===== src/hw/rtl/apdh_pkg.sv =====
// Shared types and constants for the atom pair distance histogram.
// Used by apdh_dist and atom_pair_distance_histogram_unit; no dependencies.
package apdh_pkg;

	localparam int unsigned COORD_W = 25;
	localparam int unsigned SUM_W   = 52;
	localparam int unsigned DIST_W  = 26;

	localparam logic [2:0] ST_COUNTED  = 3'd0;
	localparam logic [2:0] ST_BACKBONE = 3'd1;
	localparam logic [2:0] ST_CUTOFF   = 3'd2;
	localparam logic [2:0] ST_OVERFLOW = 3'd3;
	localparam logic [2:0] ST_READ     = 3'd4;

	localparam logic [1:0] REG_CUTOFF    = 2'd0;
	localparam logic [1:0] REG_BIN_WIDTH = 2'd1;
	localparam logic [1:0] REG_BIN_COUNT = 2'd2;

	typedef struct packed {
		logic              done;
		logic [DIST_W-1:0] root;
	} dist_res_t;

	function automatic logic is_backbone(input logic [6:0] t);
		return (t <= 7'd11) || (t >= 7'd22 && t <= 7'd33) ||
		       (t >= 7'd42 && t <= 7'd53) || (t >= 7'd62 && t <= 7'd73);
	endfunction

endpackage


===== src/hw/rtl/apdh_dist.sv =====
// Distance unit: squares the three coordinate deltas one after another and sums them, then takes an
// integer square root one result bit per cycle. Depends on apdh_pkg.
module apdh_dist (
	input  logic                               clk,
	input  logic                               arst_n,
	input  logic                               go,
	input  logic signed [apdh_pkg::COORD_W:0]  dx,
	input  logic signed [apdh_pkg::COORD_W:0]  dy,
	input  logic signed [apdh_pkg::COORD_W:0]  dz,
	output apdh_pkg::dist_res_t                res
);
	localparam int unsigned SW = apdh_pkg::SUM_W;
	localparam int unsigned DW = apdh_pkg::DIST_W;

	logic [25:0] mag_q [3];
	logic [1:0]  sq_cnt_q;
	logic        sq_run_q;
	logic [SW+1:0] rem_q;
	logic [DW-1:0] root_q;
	logic [SW-1:0] sum_q;
	logic [4:0]    it_q;
	logic          rt_run_q;
	logic          done_q;
	logic [51:0]   sq;
	logic [SW+1:0] trial;
	logic [SW+1:0] rem_sh;
	logic [6:0]    sh;

	function automatic logic [25:0] absd(input logic signed [25:0] v);
		logic signed [26:0] e;
		e = {v[25], v};
		return e[26] ? 26'(-e) : 26'(e);
	endfunction

	assign sq = mag_q[sq_cnt_q] * mag_q[sq_cnt_q];
	// bring down two bits of the radicand per iteration
	assign sh = 7'(2 * it_q);
	assign rem_sh = {rem_q[SW-1:0], 2'b00} | (SW+2)'((sum_q >> sh) & 52'd3);
	assign trial = (SW+2)'({root_q, 2'b01});

	always_ff @(posedge clk or negedge arst_n) begin
		if (!arst_n) begin
			sq_run_q <= 1'b0;
			rt_run_q <= 1'b0;
			done_q   <= 1'b0;
			sq_cnt_q <= '0;
			it_q     <= '0;
		end else begin
			done_q <= 1'b0;
			if (go) begin
				sq_run_q <= 1'b1;
				sq_cnt_q <= '0;
			end else if (sq_run_q) begin
				sq_cnt_q <= sq_cnt_q + 2'd1;
				if (sq_cnt_q == 2'd2) begin
					sq_run_q <= 1'b0;
					rt_run_q <= 1'b1;
					it_q     <= 5'd25;
				end
			end else if (rt_run_q) begin
				it_q <= it_q - 5'd1;
				if (it_q == 5'd0) begin
					rt_run_q <= 1'b0;
					done_q   <= 1'b1;
				end
			end
		end
	end

	always_ff @(posedge clk) begin
		if (go) begin
			mag_q[0] <= absd(dx);
			mag_q[1] <= absd(dy);
			mag_q[2] <= absd(dz);
			sum_q    <= '0;
			rem_q    <= '0;
			root_q   <= '0;
		end else if (sq_run_q) begin
			sum_q <= sum_q + sq;
		end else if (rt_run_q) begin
			if (rem_sh >= trial) begin
				rem_q  <= rem_sh - trial;
				root_q <= {root_q[DW-2:0], 1'b1};
			end else begin
				rem_q  <= rem_sh;
				root_q <= {root_q[DW-2:0], 1'b0};
			end
		end
	end

	assign res.done = done_q;
	assign res.root = root_q;

`ifndef SYNTHESIS
	ap_one_phase: assert property (@(posedge clk) disable iff (!arst_n)
		!(sq_run_q && rt_run_q)) else $error("square and root phases overlap");
	ap_done_end: assert property (@(posedge clk) disable iff (!arst_n)
		done_q |-> $past(rt_run_q)) else $error("done without root phase");
	ap_no_go_busy: assert property (@(posedge clk) disable iff (!arst_n)
		go |-> !sq_run_q && !rt_run_q) else $error("start while busy");
`endif

endmodule


===== config.mk =====
export PLATFORM = sky130hd
export DESIGN_NAME = apdh_dist
export DESIGN_NICKNAME = d
export VERILOG_FILES = /design/src/hw/rtl/apdh_pkg.sv /design/src/hw/rtl/apdh_dist.sv
export SDC_FILE = /design/constraint.sdc
export NUM_CORES = 2
export LEC_CHECK = 0
export BUFFER_PORTS_ARGS = -buffer_cell sky130_fd_sc_hd__buf_2
export CAP_MARGIN = 5
export CELL_PAD_IN_SITES_DETAIL_PLACEMENT = 0
export CELL_PAD_IN_SITES_GLOBAL_PLACEMENT = 2
export CORE_MARGIN = 3
export CORE_UTILIZATION = 40
export CTS_BUF_LIST = sky130_fd_sc_hd__clkbuf_8
export CTS_CLUSTER_DIAMETER = 60
export DETAILED_ROUTE_END_ITERATION = 8
export GPL_TIMING_DRIVEN = 0
export PLACE_DENSITY = 0.84
export SKIP_CTS_REPAIR_TIMING = 1
export SLEW_MARGIN = 20
export SYNTH_ARGS = -nofsm -noshare
export SYNTH_HDL_FRONTEND = slang
export SYNTH_SLANG_ARGS = --single-unit

===== constraint.sdc =====
create_clock -name clk -period 13.9 [get_ports clk]
set_clock_uncertainty 0.2 [all_clocks]
set_input_delay 0 -clock clk [delete_from_list [all_inputs] [get_ports clk]]
set_output_delay 0 -clock clk [all_outputs]
set_load 0.005 [all_outputs]

# Yosys cells after proc, flatten, opt, wreduce, memory -nomap -nowiden
# Memory sizes are Yosys's and may differ from the RTL's.
# Cells that the tools add are included.
[op_classes] mul=1 n_reduce_logical=6 order_cmp=1 n_mux=23 bitwise=3 shift=1 addsub=7 n_eq_ne=2
[op_table] cell="$mux W26" count=3
[op_table] cell="$neg A26 Y26" count=3
[op_table] cell="$ge A54 B28 Y1" count=1
[op_table] cell="$or A54 B2 Y54" count=1
[op_table] cell="$add A52 B52 Y52" count=1
[op_table] cell="$mul A26 B26 Y52" count=1
[op_table] cell="$mux W52" count=1
[op_table] cell="$shr A52 B6 Y2" count=1
[op_table] cell="$sub A52 B28 Y52" count=1
[op_table] cell="$mux W5" count=3
[op_table] cell="$mux W1" count=14
[op_table] cell="$logic_not A5 Y1" count=1
[op_table] cell="$sub A5 B1 Y5 const B" count=1
[op_table] cell="$mux W2" count=2
[op_table] cell="$reduce_and A2 Y1" count=2
[op_table] cell="$reduce_bool A2 Y1" count=2
[op_table] cell="$reduce_and A3 Y1" count=1
[op_table] cell="$add A2 B1 Y2 const B" count=1
[op_table] cell="$eq A2 B2 Y1 const B" count=1
[op_table] cell="$ne A2 B1 Y1 const B" count=1
[op_table] cell="$not A1 Y1" count=2
[word_totals] elab_cells=53 ram_bits=78 regBits=140 output_inout_bits=27 inputBits=81 memories=1
[mem_list] name="mag_q" depth=3 width=26 rd=1 rd_ports_with_merged_regs=0 write_ports=3 line_no="apdh_dist.sv:15" rtl="logic [25:0] mag_q [3];"

# Longest topological paths before layout
[depth] ltp_word=5 mapped_depth=33

# Worst setup path after synthesis
# Ideal clock, no wire load.
[synth_path] kind="reg-to-reg" from="register sq_cnt_q[0]" to="register sum_q[45]" required_ns=13.594 arrival_time_ns=8.681 path_buffers=3 synth_period_minus_slack_ns=8.987 path_stages_with_launch=31 setup_time_ns=0.106 slack_ns=4.913 path_cell_list="dfrtp_1 clkbuf_1 clkbuf_1 mux2i_1 o21ai_1 clkinv_1 nor2_1 inv_1 fa_1 inv_1 fa_1 fa_1 inv_1 fa_1 inv_1 fa_1 fa_1 inv_1 fa_1 inv_1 ha_1 and3_1 buf_1 a221o_1 a31o_2 or4b_1 a41oi_1 o31ai_1 a2111oi_0 a31oi_1 o311ai_0"
[synth_between] elab_chain_len=3
[synth_lines] item="start, declared" line_no="apdh_dist.sv:16" rtl="logic [1:0] sq_cnt_q;"
[synth_lines] item="start signal, assigned" line_no="apdh_dist.sv:54" rtl="sq_cnt_q <= sq_cnt_q + 2'd1;"
[synth_lines] item="$mem_v2 Z3 W26"
[synth_lines] item="$mul A26 B26 Y52" line_no="apdh_dist.sv:35" rtl="assign sq = mag_q[sq_cnt_q] * mag_q[sq_cnt_q];"
[synth_lines] item="$add A52 B52 Y52" line_no="apdh_dist.sv:79" rtl="sum_q <= sum_q + sq;"
[synth_lines] item="end signal, assigned" line_no="apdh_dist.sv:79"
[synth_lines] item="end, declared" line_no="apdh_dist.sv:20" rtl="logic [SW-1:0] sum_q;"
# Every way passes these cells.
# A chain may end at the register's enable or synchronous reset.

# Worst setup path after layout
[layout_path] from="register sq_cnt_q[1]" to="register sum_q[45]"
# Same word-level chain as after synthesis.

==> results <==
- For the pin with the worst max-slew slack, the measured transition is about 1.2 ns.
- Entering global routing, the biggest net connects between 40 and 50 pins.
- The synthesis-to-layout area growth is 12.8%.
- The worst-path maximum fanout is 10.
- After clock tree synthesis, the clock-pin slew on the worst setup and hold paths is 0.07 ns.
- In this run the horizontal extent of the chip is 293 um.
- The total number of H-tree levels is 2.
- For the worst setup path, the data required time is 14.21 ns.
- For this run the aggregate overflow at the end of global routing stands at 0.
- At the placement stage, the worst setup path has a slack of 1.81 ns.
- At the worst endpoint, the arrival time is 12.32 ns.
- The Yosys step of the flow raised 0 warnings.
- The total setup violations reported at the end of the flow is 0.
- The placeable core region is 0.0811 mm2.
- The synthesized design contains 78 enable-type register cells.
- From bottom edge to top edge, the die measures about 290 um.
- The flow ran to the end, and the final reports show no timing, DRC or antenna violations.
- The count of routing violations after the opening detailed-route iteration is 1,874.
- Counting the fill cells in the layout gives 8,122.
- The flop and latch count out of synthesis is 218.
- The antenna violation net count after detailed routing is 0.
- The largest single stage delay on the critical path is 0.85 ns.
- The final design instance area without fill is between 0.03 and 0.04 mm2.
- At the end of routability-driven placement, the weighted congestion stood at approximately 0.94.
- The TritonCTS clock tree is yes.
- The prevailing post-synth register cell is dfxtp_1.
- Setup repair after global routing left no endpoint under its margin.
- Summing all placed instances gives a cell area of about 0.035 mm2.
- Sorting the synthesized cells by area gives the leading types as fa_1 (34%), inv_1 (10%), ha_1 (8.2%), dfxtp_1 (7.9%), edfxtp_1 (7.1%).
- The count of boundary I/O pins is 108.
- The layout cell share with drive strength beyond 1 is 5.49%.
- The total length of routed met2 wires is 49,100 um.
- The initial antenna violation count is 1.
- The number of clock buffers inserted by TritonCTS is 40.
- The remaining max-slew budget at the tightest pin is 19.1%.
- The HPWL after detailed placement is 85,300 um.
- For this configuration, the core starts out at a cell density of between 40% and 50%.
- The slowest stage of the critical path belongs to the cell clkbuf_1.
- In the post-synthesis netlist, the cell with the most instances is inv_1.
- The cell type with the largest total area after synthesis is fa_1.
- The tool flagged a number of max-cap violations equal to 0.
- After floorplanning, the core was divided into 104 placement rows.
- The cell occurring most often along the worst timing path is fa_1.
- The clock period minus final worst setup slack is 12.01 ns.
- The top achievable clock speed is around 83 MHz.
- After detailed routing, the wire length on met1 is 45,200 um.
- The aggregate global-route resource usage is about a quarter.
- The type of element launching the critical path is a register.
- STA classifies the critical path endpoint as a register.
- Counting instances in the post-synthesis netlist gives the leading cell types as inv_1 (885), fa_1 (566), nand2_1 (409).
- In the finished design, the share of the clock period the worst path needs comes to 86.4%.
- The post-synthesis cell type count is 79.
- The category of the critical setup timing path is reg -> reg.
- The min-delay analysis places its worst path in the category in -> reg.
- The final count of hold timing violations is 0.
- The via count of the first global-routing pass is 26,685.
- The library cell used as clock root buffer is clkbuf_8.
- The latest clock arrival within the worst-skew pair is 0.63 ns.
- After detailed routing, the average wire length per cell comes to ~21 um.
- The total nets after synthesis is approximately 4,600.
- For this block, the routed nets add up to 106,000 um of wire.
- The share of synthesized flip-flops with an asynchronous set or reset is under 10%.
- The multi-input combinational cells in the finished layout cover a total of around 0.024 mm2.
- The average cell area after synthesis is 8.84 um2.
- The number of clock sinks seen by CTS is 218.
- Of the synthesized area, sequential elements account for roughly 16%.
- Dividing the detail-routed via count by the number of cells gives 5.19.
- The synthesized cell area is between 0.03 and 0.04 mm2.
- The detailed route wirelength on metal3 is 7830 um.
- The number of buffer cells added on primary ports is 104.
- After technology mapping, the gate count stands at 3,723.
- The first detailed-routing pass ran for 5 iterations.
- The sequential cells in the finished layout cover a total of 0.00519 mm2.
- The area fraction of the dominant cell type after synthesis is 34.4%.
- The via count is ~26,000.
- The die footprint is around 0.086 mm2.
- In the final design database the tool counted 4,875 nets.
- In this run the top signal layer used is met5.
- Once layout is complete, the utilization of the core stands at ~46%.
- The longest clock path from root to sink contains 3 buffers.
- The first global-routing pass estimated 159,000 um of wire.
- The final count of pins violating max slew is 0.
- The final total negative setup slack is 0 ns.
- The DRC violation count after routing is 0.
- After layout, the worst setup slack is 1.89 ns.
==> cell usage in the layout, fill, tap and decap left out, drive strengths merged, types with 78 or more instances in the layout <==
master,n
a21oi,114
buf,130
clkbuf,182
dfxtp,130
dlygate4sd3,140
edfxtp,78
fa,566
ha,215
inv,897
nand2,409
nor2,288
o21ai,87
xnor2,130
==> registers in the layout (all words and copies together), names as in the netlist <==
register / flops
done_q: 1
it_q: 5
mag_q: 78
rem_q: 52
root_q: 26
rt_run_q: 1
sq_cnt_q: 2
sq_run_q: 1
sum_q: 52
==> cell families after synthesis <==
group / Yosys count / share of synthesized area (%)
AO/OA/AOI/OAI: 490 / 9.91
multiplexers: 72 / 2.66
flip-flops: 218 / 15.8
XOR/XNOR: 156 / 4.15
buffers and inverters: 1056 / 12.1
AND/OR/NAND/NOR: 950 / 12.8
adder cells (fa/ha/maj): 781 / 42.6
==> path summary, 6_finish.rpt <==
| kind | from | to | slack, ns | depth (start not counted) |
|---|---|---|---|---|
| setup / recovery | sq_cnt_q[1] | sum_q[45] | 1.89 | 30 |
| hold / removal | dz[25] | mag_q[2][18] | 0.09 | 4 |
| setup reg to reg | sq_cnt_q[1] | sum_q[45] | 1.89 | 30 |
| hold reg to reg | root_q[13] | root_q[14] | 0.28 | 2 |
| max in group asynchronous | arst_n | rt_run_q | 12.87 | 3 |
| min in group asynchronous | arst_n | sq_cnt_q[0] | 0.27 | 3 |
==> worst max-delay path, delay by kind of cell (launching register included) <==
| family | cells | cell delay (ns) |
|---|---|---|
| buf+inv | 11 | 3.92 |
| fa+ha+maj | 8 | 3.86 |
| compound gates | 8 | 2.09 |
| simple gates | 3 | 1.24 |
| flops | 1 | 0.53 |
==> final cells by class <==
cell class	count	share of cell area, %
inverters	896	9.06
flip-flops and latches	218	14.0
well taps	1060	3.57
plain buffers	160	1.67
clock buffers	44	1.63
repair buffers	248	5.33
clock inverters	26	0.714
diodes	1	0.00674
multi-input cells	2449	64.0
==> layer usage <==
metal	up-vias	global-route usage, %
li1	12234	-
met1	13240	33.6
met2	814	39.4
met3	169	4.81
met4	2	7.39
met5	-	0.942
==> through the flow <==
| stage | cells | hold slack [ns] |
|---|---|---|
| 2_1_floorplan | 3723 | -0.496 |
| 3_3_place_gp | 4887 | -0.322 |
| 3_5_place_dp | 4891 | -0.320 |
| 4_1_cts | 4961 | -1.01 |
| 5_1_grt | 5102 | 0.0977 |
| 6_report | 5102 | 0.0869 |
Power is left out: the tool's default activity adds up to more than one toggle a clock period on the data nets, which glitch-free logic cannot reach.
